[config.mk]
export PLATFORM = sky130hd
export DESIGN_NAME = fixed_capacity_key_value_table_core
export DESIGN_NICKNAME = d
export VERILOG_FILES = /design/src/design/kvt_pkg.sv /design/src/design/kvt_cell.sv /design/src/design/fixed_capacity_key_value_table_core.sv
export SDC_FILE = /design/constraint.sdc
export NUM_CORES = 2
export LEC_CHECK = 0
export BUFFER_PORTS_ARGS = -buffer_cell sky130_fd_sc_hd__buf_2
export CAP_MARGIN = 10
export CORE_ASPECT_RATIO = 1.2
export CORE_MARGIN = 4
export CORE_UTILIZATION = 50
export DETAILED_ROUTE_END_ITERATION = 8
export GPL_ROUTABILITY_DRIVEN = 1
export GPL_TIMING_DRIVEN = 0
export PLACE_DENSITY_LB_ADDON = 0.05
export SLEW_MARGIN = 0
export SYNTH_ARGS = -nofsm -noshare
export SYNTH_HDL_FRONTEND = slang
export SYNTH_SLANG_ARGS = --single-unit
[constraint.sdc]
create_clock -name clk -period 10.98 [get_ports clk]
set_clock_uncertainty 0.1 [all_clocks]
set_input_delay 0.549 -clock clk [delete_from_list [all_inputs] [get_ports clk]]
set_output_delay 0.549 -clock clk [all_outputs]
set_load 0.005 [all_outputs]
[src/design/kvt_pkg.sv]
package kvt_pkg;

  localparam int TABLE_DEPTH = 16;
  localparam int HALF_WIDTH  = 32;
  localparam int FIELD_W     = 32;
  localparam int HELD_W      = 5;
  localparam int LIMIT_W     = 5;

  localparam logic [1:0] MODE_GET    = 2'd0;
  localparam logic [1:0] MODE_ADD    = 2'd1;
  localparam logic [1:0] MODE_REMOVE = 2'd2;

  typedef logic [HALF_WIDTH-1:0] half_t;

  typedef struct packed {
    half_t first;
    half_t second;
  } pair_t;

  // Search token that walks the cell chain, one cell per cycle.
  typedef struct packed {
    logic  active;
    logic  hit;
    logic  free;
    pair_t value;
  } probe_t;

  typedef enum logic [1:0] {
    CMT_NONE,
    CMT_CLEAR,
    CMT_UPDATE,
    CMT_FILL
  } cmt_op_t;

  typedef enum logic [1:0] {
    ST_IDLE,
    ST_SCAN,
    ST_COMMIT
  } state_t;

  typedef struct packed {
    logic [1:0]                mode;
    logic signed [FIELD_W-1:0] key_first;
    logic signed [FIELD_W-1:0] key_second;
    logic signed [FIELD_W-1:0] value_first;
    logic signed [FIELD_W-1:0] value_second;
  } in_item_t;

  typedef struct packed {
    logic                      success;
    logic signed [FIELD_W-1:0] found_first;
    logic signed [FIELD_W-1:0] found_second;
    logic [HELD_W-1:0]         entries_held;
  } out_item_t;

  function automatic logic signed [FIELD_W-1:0] sext_half(input half_t v);
    logic signed [HALF_WIDTH-1:0] s;
    s = $signed(v);
    return FIELD_W'(s);
  endfunction

endpackage

[src/design/kvt_cell.sv]
module kvt_cell
  import kvt_pkg::*;
(
  input  logic    clk,
  input  logic    rst_n,
  input  pair_t   key_in,
  input  pair_t   value_in,
  input  logic    in_range,
  input  probe_t  probe_in,
  output probe_t  probe_out,
  input  cmt_op_t cmd,
  output logic    slot_valid
);

  logic   valid_r, valid_nxt;
  logic   sel_hit_r, sel_hit_nxt;
  logic   sel_free_r, sel_free_nxt;
  pair_t  key_r, key_nxt;
  pair_t  value_r, value_nxt;
  probe_t probe_r, probe_nxt;
  logic   match;
  logic   is_free;

  assign match   = valid_r && in_range && (key_r == key_in);
  assign is_free = !valid_r && in_range;

  always_comb begin
    probe_nxt        = probe_in;
    probe_nxt.hit    = probe_in.hit | match;
    probe_nxt.free   = probe_in.free | is_free;
    if (!probe_in.hit && match) begin
      probe_nxt.value = value_r;
    end
    if (!probe_in.active) begin
      probe_nxt = '0;
    end

    // Lowest match / lowest free slot claims the commit.
    sel_hit_nxt  = probe_in.active ? (match && !probe_in.hit) : sel_hit_r;
    sel_free_nxt = probe_in.active ? (is_free && !probe_in.free) : sel_free_r;

    valid_nxt = valid_r;
    key_nxt   = key_r;
    value_nxt = value_r;
    case (cmd)
      CMT_CLEAR: begin
        if (sel_hit_r) valid_nxt = 1'b0;
      end
      CMT_UPDATE: begin
        if (sel_hit_r) value_nxt = value_in;
      end
      CMT_FILL: begin
        if (sel_free_r) begin
          valid_nxt = 1'b1;
          key_nxt   = key_in;
          value_nxt = value_in;
        end
      end
      default: ;
    endcase
  end

  always_ff @(posedge clk) begin
    if (!rst_n) begin
      valid_r    <= 1'b0;
      sel_hit_r  <= 1'b0;
      sel_free_r <= 1'b0;
      probe_r    <= '0;
    end else begin
      valid_r    <= valid_nxt;
      sel_hit_r  <= sel_hit_nxt;
      sel_free_r <= sel_free_nxt;
      probe_r    <= probe_nxt;
    end
  end

  always_ff @(posedge clk) begin
    key_r   <= key_nxt;
    value_r <= value_nxt;
  end

  assign probe_out  = probe_r;
  assign slot_valid = valid_r;

endmodule

[src/design/fixed_capacity_key_value_table_core.sv]
// Key/value table with a two-half key and a two-half value per slot.
// Input channel in_valid/in_ready/in_data carries one request (get, add,
// remove); output channel out_valid/out_ready/out_data returns one result
// per request. The slot limit register sits at byte address 0 of the APB
// port (psel/penable/pwrite/paddr/pwdata/prdata/pready, pready tied high).
// A request is held while a search token walks the row of slot cells, one
// cell per cycle; the lowest matching and lowest free slot latch a claim.
// After the token leaves the last cell the update is committed and the
// result loaded into the output register.
// A new request is taken only after the previous one has walked the cell
// chain and been committed; in_ready is high only while idle.
// A finished result waits in the output register; if it has not been
// taken when the next request completes its walk, that request holds in
// the commit step until out_ready frees the register.
// Reset (rst_n low, synchronous) empties the table, zeroes the entry count
// and sets the slot limit to 16.
module fixed_capacity_key_value_table_core
  import kvt_pkg::*;
(
  input  logic        clk,
  input  logic        rst_n,
  input  logic        in_valid,
  output logic        in_ready,
  input  in_item_t    in_data,
  output logic        out_valid,
  input  logic        out_ready,
  output out_item_t   out_data,
  input  logic        psel,
  input  logic        penable,
  input  logic        pwrite,
  input  logic [2:0]  paddr,
  input  logic [31:0] pwdata,
  output logic [31:0] prdata,
  output logic        pready
);

  state_t             st_r, st_nxt;
  in_item_t           req_r, req_nxt;
  logic               start_r;
  logic               res_hit_r, res_hit_nxt;
  logic               res_free_r, res_free_nxt;
  pair_t              res_value_r, res_value_nxt;
  logic [HELD_W-1:0]  held_r, held_nxt;
  logic [LIMIT_W-1:0] slots_r;
  out_item_t          out_r, out_nxt;
  logic               out_valid_r, out_valid_nxt;
  cmt_op_t            cmd;

  probe_t                 chain [TABLE_DEPTH+1];
  logic [TABLE_DEPTH-1:0] in_range;
  logic [TABLE_DEPTH-1:0] valid_vec;
  pair_t                  req_key;
  pair_t                  req_value;
  logic                   in_fire;
  logic                   cfg_wr;

  assign pready  = 1'b1;
  assign cfg_wr  = psel && penable && pwrite;
  assign prdata  = paddr[2] ? 32'd0 : 32'(slots_r);
  assign in_ready = (st_r == ST_IDLE);
  assign in_fire = in_valid && in_ready;

  assign req_key.first    = req_r.key_first[HALF_WIDTH-1:0];
  assign req_key.second   = req_r.key_second[HALF_WIDTH-1:0];
  assign req_value.first  = req_r.value_first[HALF_WIDTH-1:0];
  assign req_value.second = req_r.value_second[HALF_WIDTH-1:0];

  always_comb begin
    chain[0]        = '0;
    chain[0].active = start_r;
  end

  for (genvar g = 0; g < TABLE_DEPTH; g++) begin : g_cell
    assign in_range[g] = (32'(g) < 32'(slots_r));

    kvt_cell u_cell (
      .clk        (clk),
      .rst_n      (rst_n),
      .key_in     (req_key),
      .value_in   (req_value),
      .in_range   (in_range[g]),
      .probe_in   (chain[g]),
      .probe_out  (chain[g+1]),
      .cmd        (cmd),
      .slot_valid (valid_vec[g])
    );
  end

  always_comb begin
    st_nxt        = st_r;
    req_nxt       = req_r;
    res_hit_nxt   = res_hit_r;
    res_free_nxt  = res_free_r;
    res_value_nxt = res_value_r;
    held_nxt      = held_r;
    out_nxt       = out_r;
    out_valid_nxt = out_valid_r && !out_ready;
    cmd           = CMT_NONE;

    case (st_r)
      ST_IDLE: begin
        if (in_fire) begin
          req_nxt = in_data;
          st_nxt  = ST_SCAN;
        end
      end
      ST_SCAN: begin
        if (chain[TABLE_DEPTH].active) begin
          res_hit_nxt   = chain[TABLE_DEPTH].hit;
          res_free_nxt  = chain[TABLE_DEPTH].free;
          res_value_nxt = chain[TABLE_DEPTH].value;
          st_nxt        = ST_COMMIT;
        end
      end
      ST_COMMIT: begin
        if (!out_valid_r || out_ready) begin
          out_nxt       = '0;
          out_valid_nxt = 1'b1;
          st_nxt        = ST_IDLE;
          if (req_r.mode == MODE_GET || req_r.mode == MODE_REMOVE) begin
            if (res_hit_r) begin
              out_nxt.success      = 1'b1;
              out_nxt.found_first  = sext_half(res_value_r.first);
              out_nxt.found_second = sext_half(res_value_r.second);
              if (req_r.mode == MODE_REMOVE) begin
                cmd = CMT_CLEAR;
                if (held_r != '0) held_nxt = held_r - HELD_W'(1);
              end
            end
          end else if (req_r.mode == MODE_ADD) begin
            if (res_hit_r) begin
              cmd             = CMT_UPDATE;
              out_nxt.success = 1'b1;
            end else if (res_free_r) begin
              cmd             = CMT_FILL;
              out_nxt.success = 1'b1;
              held_nxt        = held_r + HELD_W'(1);
            end
          end
          out_nxt.entries_held = held_nxt;
        end
      end
      default: st_nxt = ST_IDLE;
    endcase
  end

  always_ff @(posedge clk) begin
    if (!rst_n) begin
      st_r        <= ST_IDLE;
      start_r     <= 1'b0;
      held_r      <= '0;
      slots_r     <= LIMIT_W'(16);
      out_valid_r <= 1'b0;
    end else begin
      st_r        <= st_nxt;
      start_r     <= in_fire;
      held_r      <= held_nxt;
      out_valid_r <= out_valid_nxt;
      if (cfg_wr && !paddr[2]) begin
        slots_r <= pwdata[LIMIT_W-1:0];
      end
    end
  end

  always_ff @(posedge clk) begin
    req_r       <= req_nxt;
    res_hit_r   <= res_hit_nxt;
    res_free_r  <= res_free_nxt;
    res_value_r <= res_value_nxt;
    out_r       <= out_nxt;
  end

  assign out_valid = out_valid_r;
  assign out_data  = out_r;

  // Checks

  a_count_tracks_valid: assert property (@(posedge clk) disable iff (!rst_n)
    32'(held_r) == $countones(valid_vec))
    else $error("entry count disagrees with slot valid bits");

  a_count_bound: assert property (@(posedge clk) disable iff (!rst_n)
    32'(held_r) <= TABLE_DEPTH)
    else $error("entry count above table depth");

  a_result_from_commit: assert property (@(posedge clk) disable iff (!rst_n)
    $rose(out_valid_r) |-> $past(st_r) == ST_COMMIT)
    else $error("result appeared outside commit");

  a_token_only_in_scan: assert property (@(posedge clk) disable iff (!rst_n)
    chain[TABLE_DEPTH].active |-> st_r == ST_SCAN)
    else $error("search token left chain outside scan");

endmodule
==> flow_results.xml <==
<?xml version="1.0" encoding="UTF-8"?>
<metrics>
  <group name="global_routing">
    <metric name="grt_first_pass_wirelength" unit="mm">582.9</metric>
    <metric name="antenna_violations_before_repair" unit="">22</metric>
    <metric name="grt_usage" unit="%">31.16</metric>
    <metric name="gr-total-overflow" unit="">0</metric>
    <metric name="first_global_vias" unit="">80190</metric>
    <metric name="grt_max_degree" unit="">65</metric>
  </group>
  <group name="worst_hold_path">
    <metric name="whs_path_depth" unit="">3</metric>
    <metric name="hold_start" unit="">pwdata[0]</metric>
    <metric name="min_path_type" unit="">in2reg</metric>
    <metric name="holdPathEnd" unit="">slots_r[0]$_SDFFE_PN0P_</metric>
  </group>
  <group name="setup_path">
    <metric name="reg2reg_from" unit="">req_key[46]$_DFFE_PP_</metric>
    <metric name="worstReg2RegEnd" unit="">g_cell[3].u_cell.probe_out[44]$_SDFF_PN0_</metric>
    <metric name="worst_ep_arrival_time" unit="ps">7450</metric>
    <metric name="critical_path.max_fanout" unit="">17</metric>
    <metric name="cp-start-kind" unit="">register</metric>
    <metric name="r2r.worst_path.cells" unit="">10</metric>
    <metric name="setup.worst_path.start" unit="">req_key[46]$_DFFE_PP_</metric>
    <metric name="worst-r2r-setup-slack" unit="ps">4240</metric>
    <metric name="cp-end-kind" unit="">register</metric>
    <metric name="criticalPathCategory" unit="">reg2reg</metric>
    <metric name="critical_path_required_time" unit="ps">11680</metric>
  </group>
  <group name="sta">
    <metric name="final_min_period_over_clock_period" unit="%">61.40</metric>
    <metric name="highest_clock_rate" unit="MHz">148.3</metric>
    <metric name="timing.final.max_slew_violations" unit="">0</metric>
    <metric name="setup_slack" unit="ps">4239</metric>
    <metric name="finalHoldViolations" unit="">0</metric>
    <metric name="timing_worst_slew_pin_value" unit="ps">1469</metric>
    <metric name="grt_setup_unrepaired" unit="">no</metric>
    <metric name="finalSetupViolations" unit="">0</metric>
    <metric name="sum_of_negative_setup_slack" unit="ps">0</metric>
    <metric name="period_needed" unit="ps">6741</metric>
    <metric name="relSlewSlack" unit="%">2.065</metric>
  </group>
  <group name="clock_tree">
    <metric name="tritoncts" unit="">built</metric>
    <metric name="clock_h_tree_levels" unit="">5</metric>
    <metric name="clkSlewWorstSetupHoldPaths" unit="ps">60</metric>
    <metric name="cts.root.buffer_cell" unit="">sky130_fd_sc_hd__clkbuf_16</metric>
    <metric name="numCtsBuffers" unit="">350</metric>
    <metric name="insertion_delay" unit="ps">900</metric>
    <metric name="post-cts-setup-buffer-count" unit="">0</metric>
    <metric name="tritoncts_num_sinks" unit="">3448</metric>
    <metric name="cts_max_path_buffers" unit="">4</metric>
  </group>
  <group name="placed_design">
    <metric name="placer_congestion_estimate" unit="">0.9906</metric>
    <metric name="setup_slack_at_placement" unit="ps">4427</metric>
    <metric name="place_hpwl" unit="mm">308.4</metric>
    <metric name="post_dp_cell_area" unit="sq um">136200</metric>
    <metric name="place.port_buffers" unit="">219</metric>
  </group>
  <group name="synth">
    <metric name="postSynthRegisterBits" unit="">3448</metric>
    <metric name="asyncSetResetFlopFracSynth" unit="%">0</metric>
    <metric name="synthesis.area" unit="sq um">127800</metric>
    <metric name="synth_enable_flop_cells" unit="">2314</metric>
    <metric name="synth.distinct_cells" unit="">67</metric>
    <metric name="synthCells" unit="">9156</metric>
    <metric name="synth_flop_cell" unit="">sky130_fd_sc_hd__edfxtp_1</metric>
    <metric name="share_of_the_yosys_chip_area_belonging_to_registers" unit="%">72.15</metric>
    <metric name="yosys_warnings" unit="">0</metric>
    <metric name="postSynthAreaPerCell" unit="sq um">13.95</metric>
  </group>
  <group name="floorplan">
    <metric name="floorplan.die.height" unit="um">561.8</metric>
    <metric name="boundaryPins" unit="">277</metric>
    <metric name="core_region_area" unit="sq um">254500</metric>
    <metric name="initial_utilization" unit="%">50.20</metric>
    <metric name="design.die.area" unit="sq um">263700</metric>
    <metric name="placement_rows" unit="">203</metric>
    <metric name="die_w" unit="um">469.5</metric>
  </group>
  <group name="pwr">
    <metric name="vdd_drop_max" unit="mV">0.1488</metric>
    <metric name="power.total" unit="mW">26.91</metric>
    <metric name="cell_leakage_power" unit="nW">46.46</metric>
    <metric name="pwrdens" unit="nW/um^2">180.3</metric>
  </group>
  <group name="finish">
    <metric name="final_cell_area" unit="sq um">149300</metric>
    <metric name="num-nets-final" unit="">10180</metric>
    <metric name="layout-drive-gt1-share" unit="%">11.17</metric>
    <metric name="area_growth_syn_to_layout" unit="%">16.84</metric>
    <metric name="fillCellCount" unit="">20400</metric>
    <metric name="postLayoutCoreUtil" unit="%">58.66</metric>
    <metric name="area.sequential" unit="sq um">92190</metric>
    <metric name="multi_input_comb_area" unit="sq um">32350</metric>
  </group>
  <group name="job">
    <metric name="max-cap-violations" unit="">0</metric>
  </group>
  <group name="drt">
    <metric name="drt_first_iter_violations" unit="">9163</metric>
    <metric name="final_antenna_net_count" unit="">0</metric>
    <metric name="viasPerCell" unit="">5.949</metric>
    <metric name="drt_pass1_iterations" unit="">7</metric>
    <metric name="post_drt_wl_per_cell" unit="um">30.99</metric>
    <metric name="routed-via-count" unit="">81480</metric>
    <metric name="detail_route.wirelength" unit="mm">424.5</metric>
    <metric name="drc" unit="">0</metric>
  </group>
  <group name="outcome">
    <metric name="run_status" unit="">complete, no violations</metric>
  </group>
</metrics>
worst max-delay path, stage by stage, from the launching register on:
cell and delay, ps:
sky130_fd_sc_hd__edfxtp_1 1330, sky130_fd_sc_hd__buf_2 590, sky130_fd_sc_hd__buf_2 650, sky130_fd_sc_hd__xnor2_1 190
sky130_fd_sc_hd__nand4_1 100, sky130_fd_sc_hd__nor4_1 950, sky130_fd_sc_hd__nand4_1 730, sky130_fd_sc_hd__nor4_1 830
sky130_fd_sc_hd__buf_2 530, sky130_fd_sc_hd__buf_4 300, sky130_fd_sc_hd__mux2i_1 260
worst max path at each step:
| stage | cells after the start | endpoint |
|---|---|---|
| final | 10 | g_cell[3].u_cell.probe_out[44]$_SDFF_PN0_ |
| after global routing | 10 | g_cell[3].u_cell.probe_out[44]$_SDFF_PN0_ |
| after CTS | 10 | g_cell[3].u_cell.probe_out[44]$_SDFF_PN0_ |
| after detailed placement | 10 | g_cell[3].u_cell.probe_out[44]$_SDFF_PN0_ |
| after global placement | 6 | g_cell[1].u_cell.value_r[7]$_DFFE_PP_ |
| after floorplan | 5 | g_cell[11].u_cell.value_r[0]$_DFFE_PP_ |
synthesized netlist by cell type, drive strengths merged (3+ instances only):
master | n | share of area (%)
a2111o | 10 | 0.088
a2111oi | 13 | 0.094
a211oi | 8 | 0.047
a21o | 20 | 0.12
a21oi | 750 | 2.9
a221o | 5 | 0.039
a221oi | 7 | 0.048
a22o | 12 | 0.082
a22oi | 4 | 0.024
and2 | 133 | 0.65
and3 | 27 | 0.13
and4 | 15 | 0.10
buf | 266 | 1.2
clkbuf | 458 | 1.4
dfxtp | 1134 | 18
edfxtp | 2314 | 54
inv | 76 | 0.22
mux2i | 278 | 2.2
nand2 | 547 | 1.6
nand2b | 171 | 0.84
nand3 | 19 | 0.074
nand3b | 5 | 0.029
nand4 | 379 | 1.9
nand4b | 524 | 3.6
nor2 | 111 | 0.33
nor2b | 66 | 0.32
nor3 | 44 | 0.19
nor3b | 3 | 0.018
nor4 | 95 | 0.47
o2111ai | 48 | 0.33
o21a | 8 | 0.047
o21ai | 711 | 2.8
o221ai | 12 | 0.082
o22ai | 23 | 0.11
o2bb2ai | 13 | 0.089
or2 | 3 | 0.015
or3 | 3 | 0.015
or4 | 7 | 0.047
xnor2 | 667 | 4.6
xor2 | 141 | 0.97
layer usage:
metal  track usage (%)  share of wire (%)  up-vias
met3             4.952                7.0     1083
li1                  -                  -    35640
met4             19.15                7.4       10
met1             36.87                 36    41130
met5                 0              0.016        -
met2             53.48                 50     3623
report_power, final:
part	leakage (nW)	total, mW	internal [mW]	switching [mW]
clock network	5.70	12.1	7.08	4.98
logic	10.9	0.801	0.275	0.526
registers	29.8	14.1	13.9	0.190
sequential cells by signal (all words and copies together) (netlist names):
name	cells
g_cell.u_cell.key_r	1024
out_data	70
req_key	64
g_cell.u_cell.value_r	1024
st_r	2
g_cell.u_cell.probe_out	1072
res_hit_r	1
g_cell.u_cell.sel_free_r	16
slots_r	5
start_r	1
held_r	5
res_value_r	64
req_r	66
res_free_r	1
g_cell.u_cell.slot_valid	16
g_cell.u_cell.sel_hit_r	16
out_valid	1
metrics by stage:
stage,instances,hold WS [ps]
2_1_floorplan,9182,285.5
3_3_place_gp,12780,287.6
3_5_place_dp,12900,288.7
4_1_cts,13670,5.562
5_1_grt,13670,33.29
6_report,13700,68.60
layout make-up:
type	count	share of cell area, %
sequential	3448	61.76
multi-input combinational	4933	21.67
clock buffer	505	6.869
timing repair buffer	475	3.571
tap	3382	2.835
buffer	724	2.167
clock inverter	126	0.8926
inverter	77	0.1936
antenna	27	0.04526
cell families (layout without fill, tap and decap cells):
family | after synthesis | count (layout) | share of synthesized area (%)
flops | 3448 | 3448 | 72.15
simple gates | 2159 | 2159 | 10.33
compound gates | 1657 | 1657 | 7.010
xor+xnor | 808 | 808 | 5.539
buf+inv | 801 | 1907 | 2.755
mux | 279 | 279 | 2.187
fa+ha+maj | 2 | 2 | 0.01958
other cells | 2 | 55 | 0.005878
repair_timing:
item | 4_1_cts | 5_1_grt
gates resized for setup | 0 | 0
endpoints found under the hold margin | 138 | 0
hold buffers | 137 | 0
endpoints found under the setup margin | 0 | 0
cells in the final DEF (no fill, tap or decap), types with 278 or more instances in the layout:
| master | instances |
|---|---|
| sky130_fd_sc_hd__a21oi_1 | 750 |
| sky130_fd_sc_hd__buf_2 | 394 |
| sky130_fd_sc_hd__clkbuf_1 | 536 |
| sky130_fd_sc_hd__clkbuf_16 | 368 |
| sky130_fd_sc_hd__dfxtp_1 | 1134 |
| sky130_fd_sc_hd__edfxtp_1 | 2314 |
| sky130_fd_sc_hd__mux2i_1 | 278 |
| sky130_fd_sc_hd__nand2_1 | 547 |
| sky130_fd_sc_hd__nand4_1 | 379 |
| sky130_fd_sc_hd__nand4b_1 | 524 |
| sky130_fd_sc_hd__o21ai_0 | 651 |
| sky130_fd_sc_hd__xnor2_1 | 667 |
No activity file was read; power rests on OpenSTA's default activity.
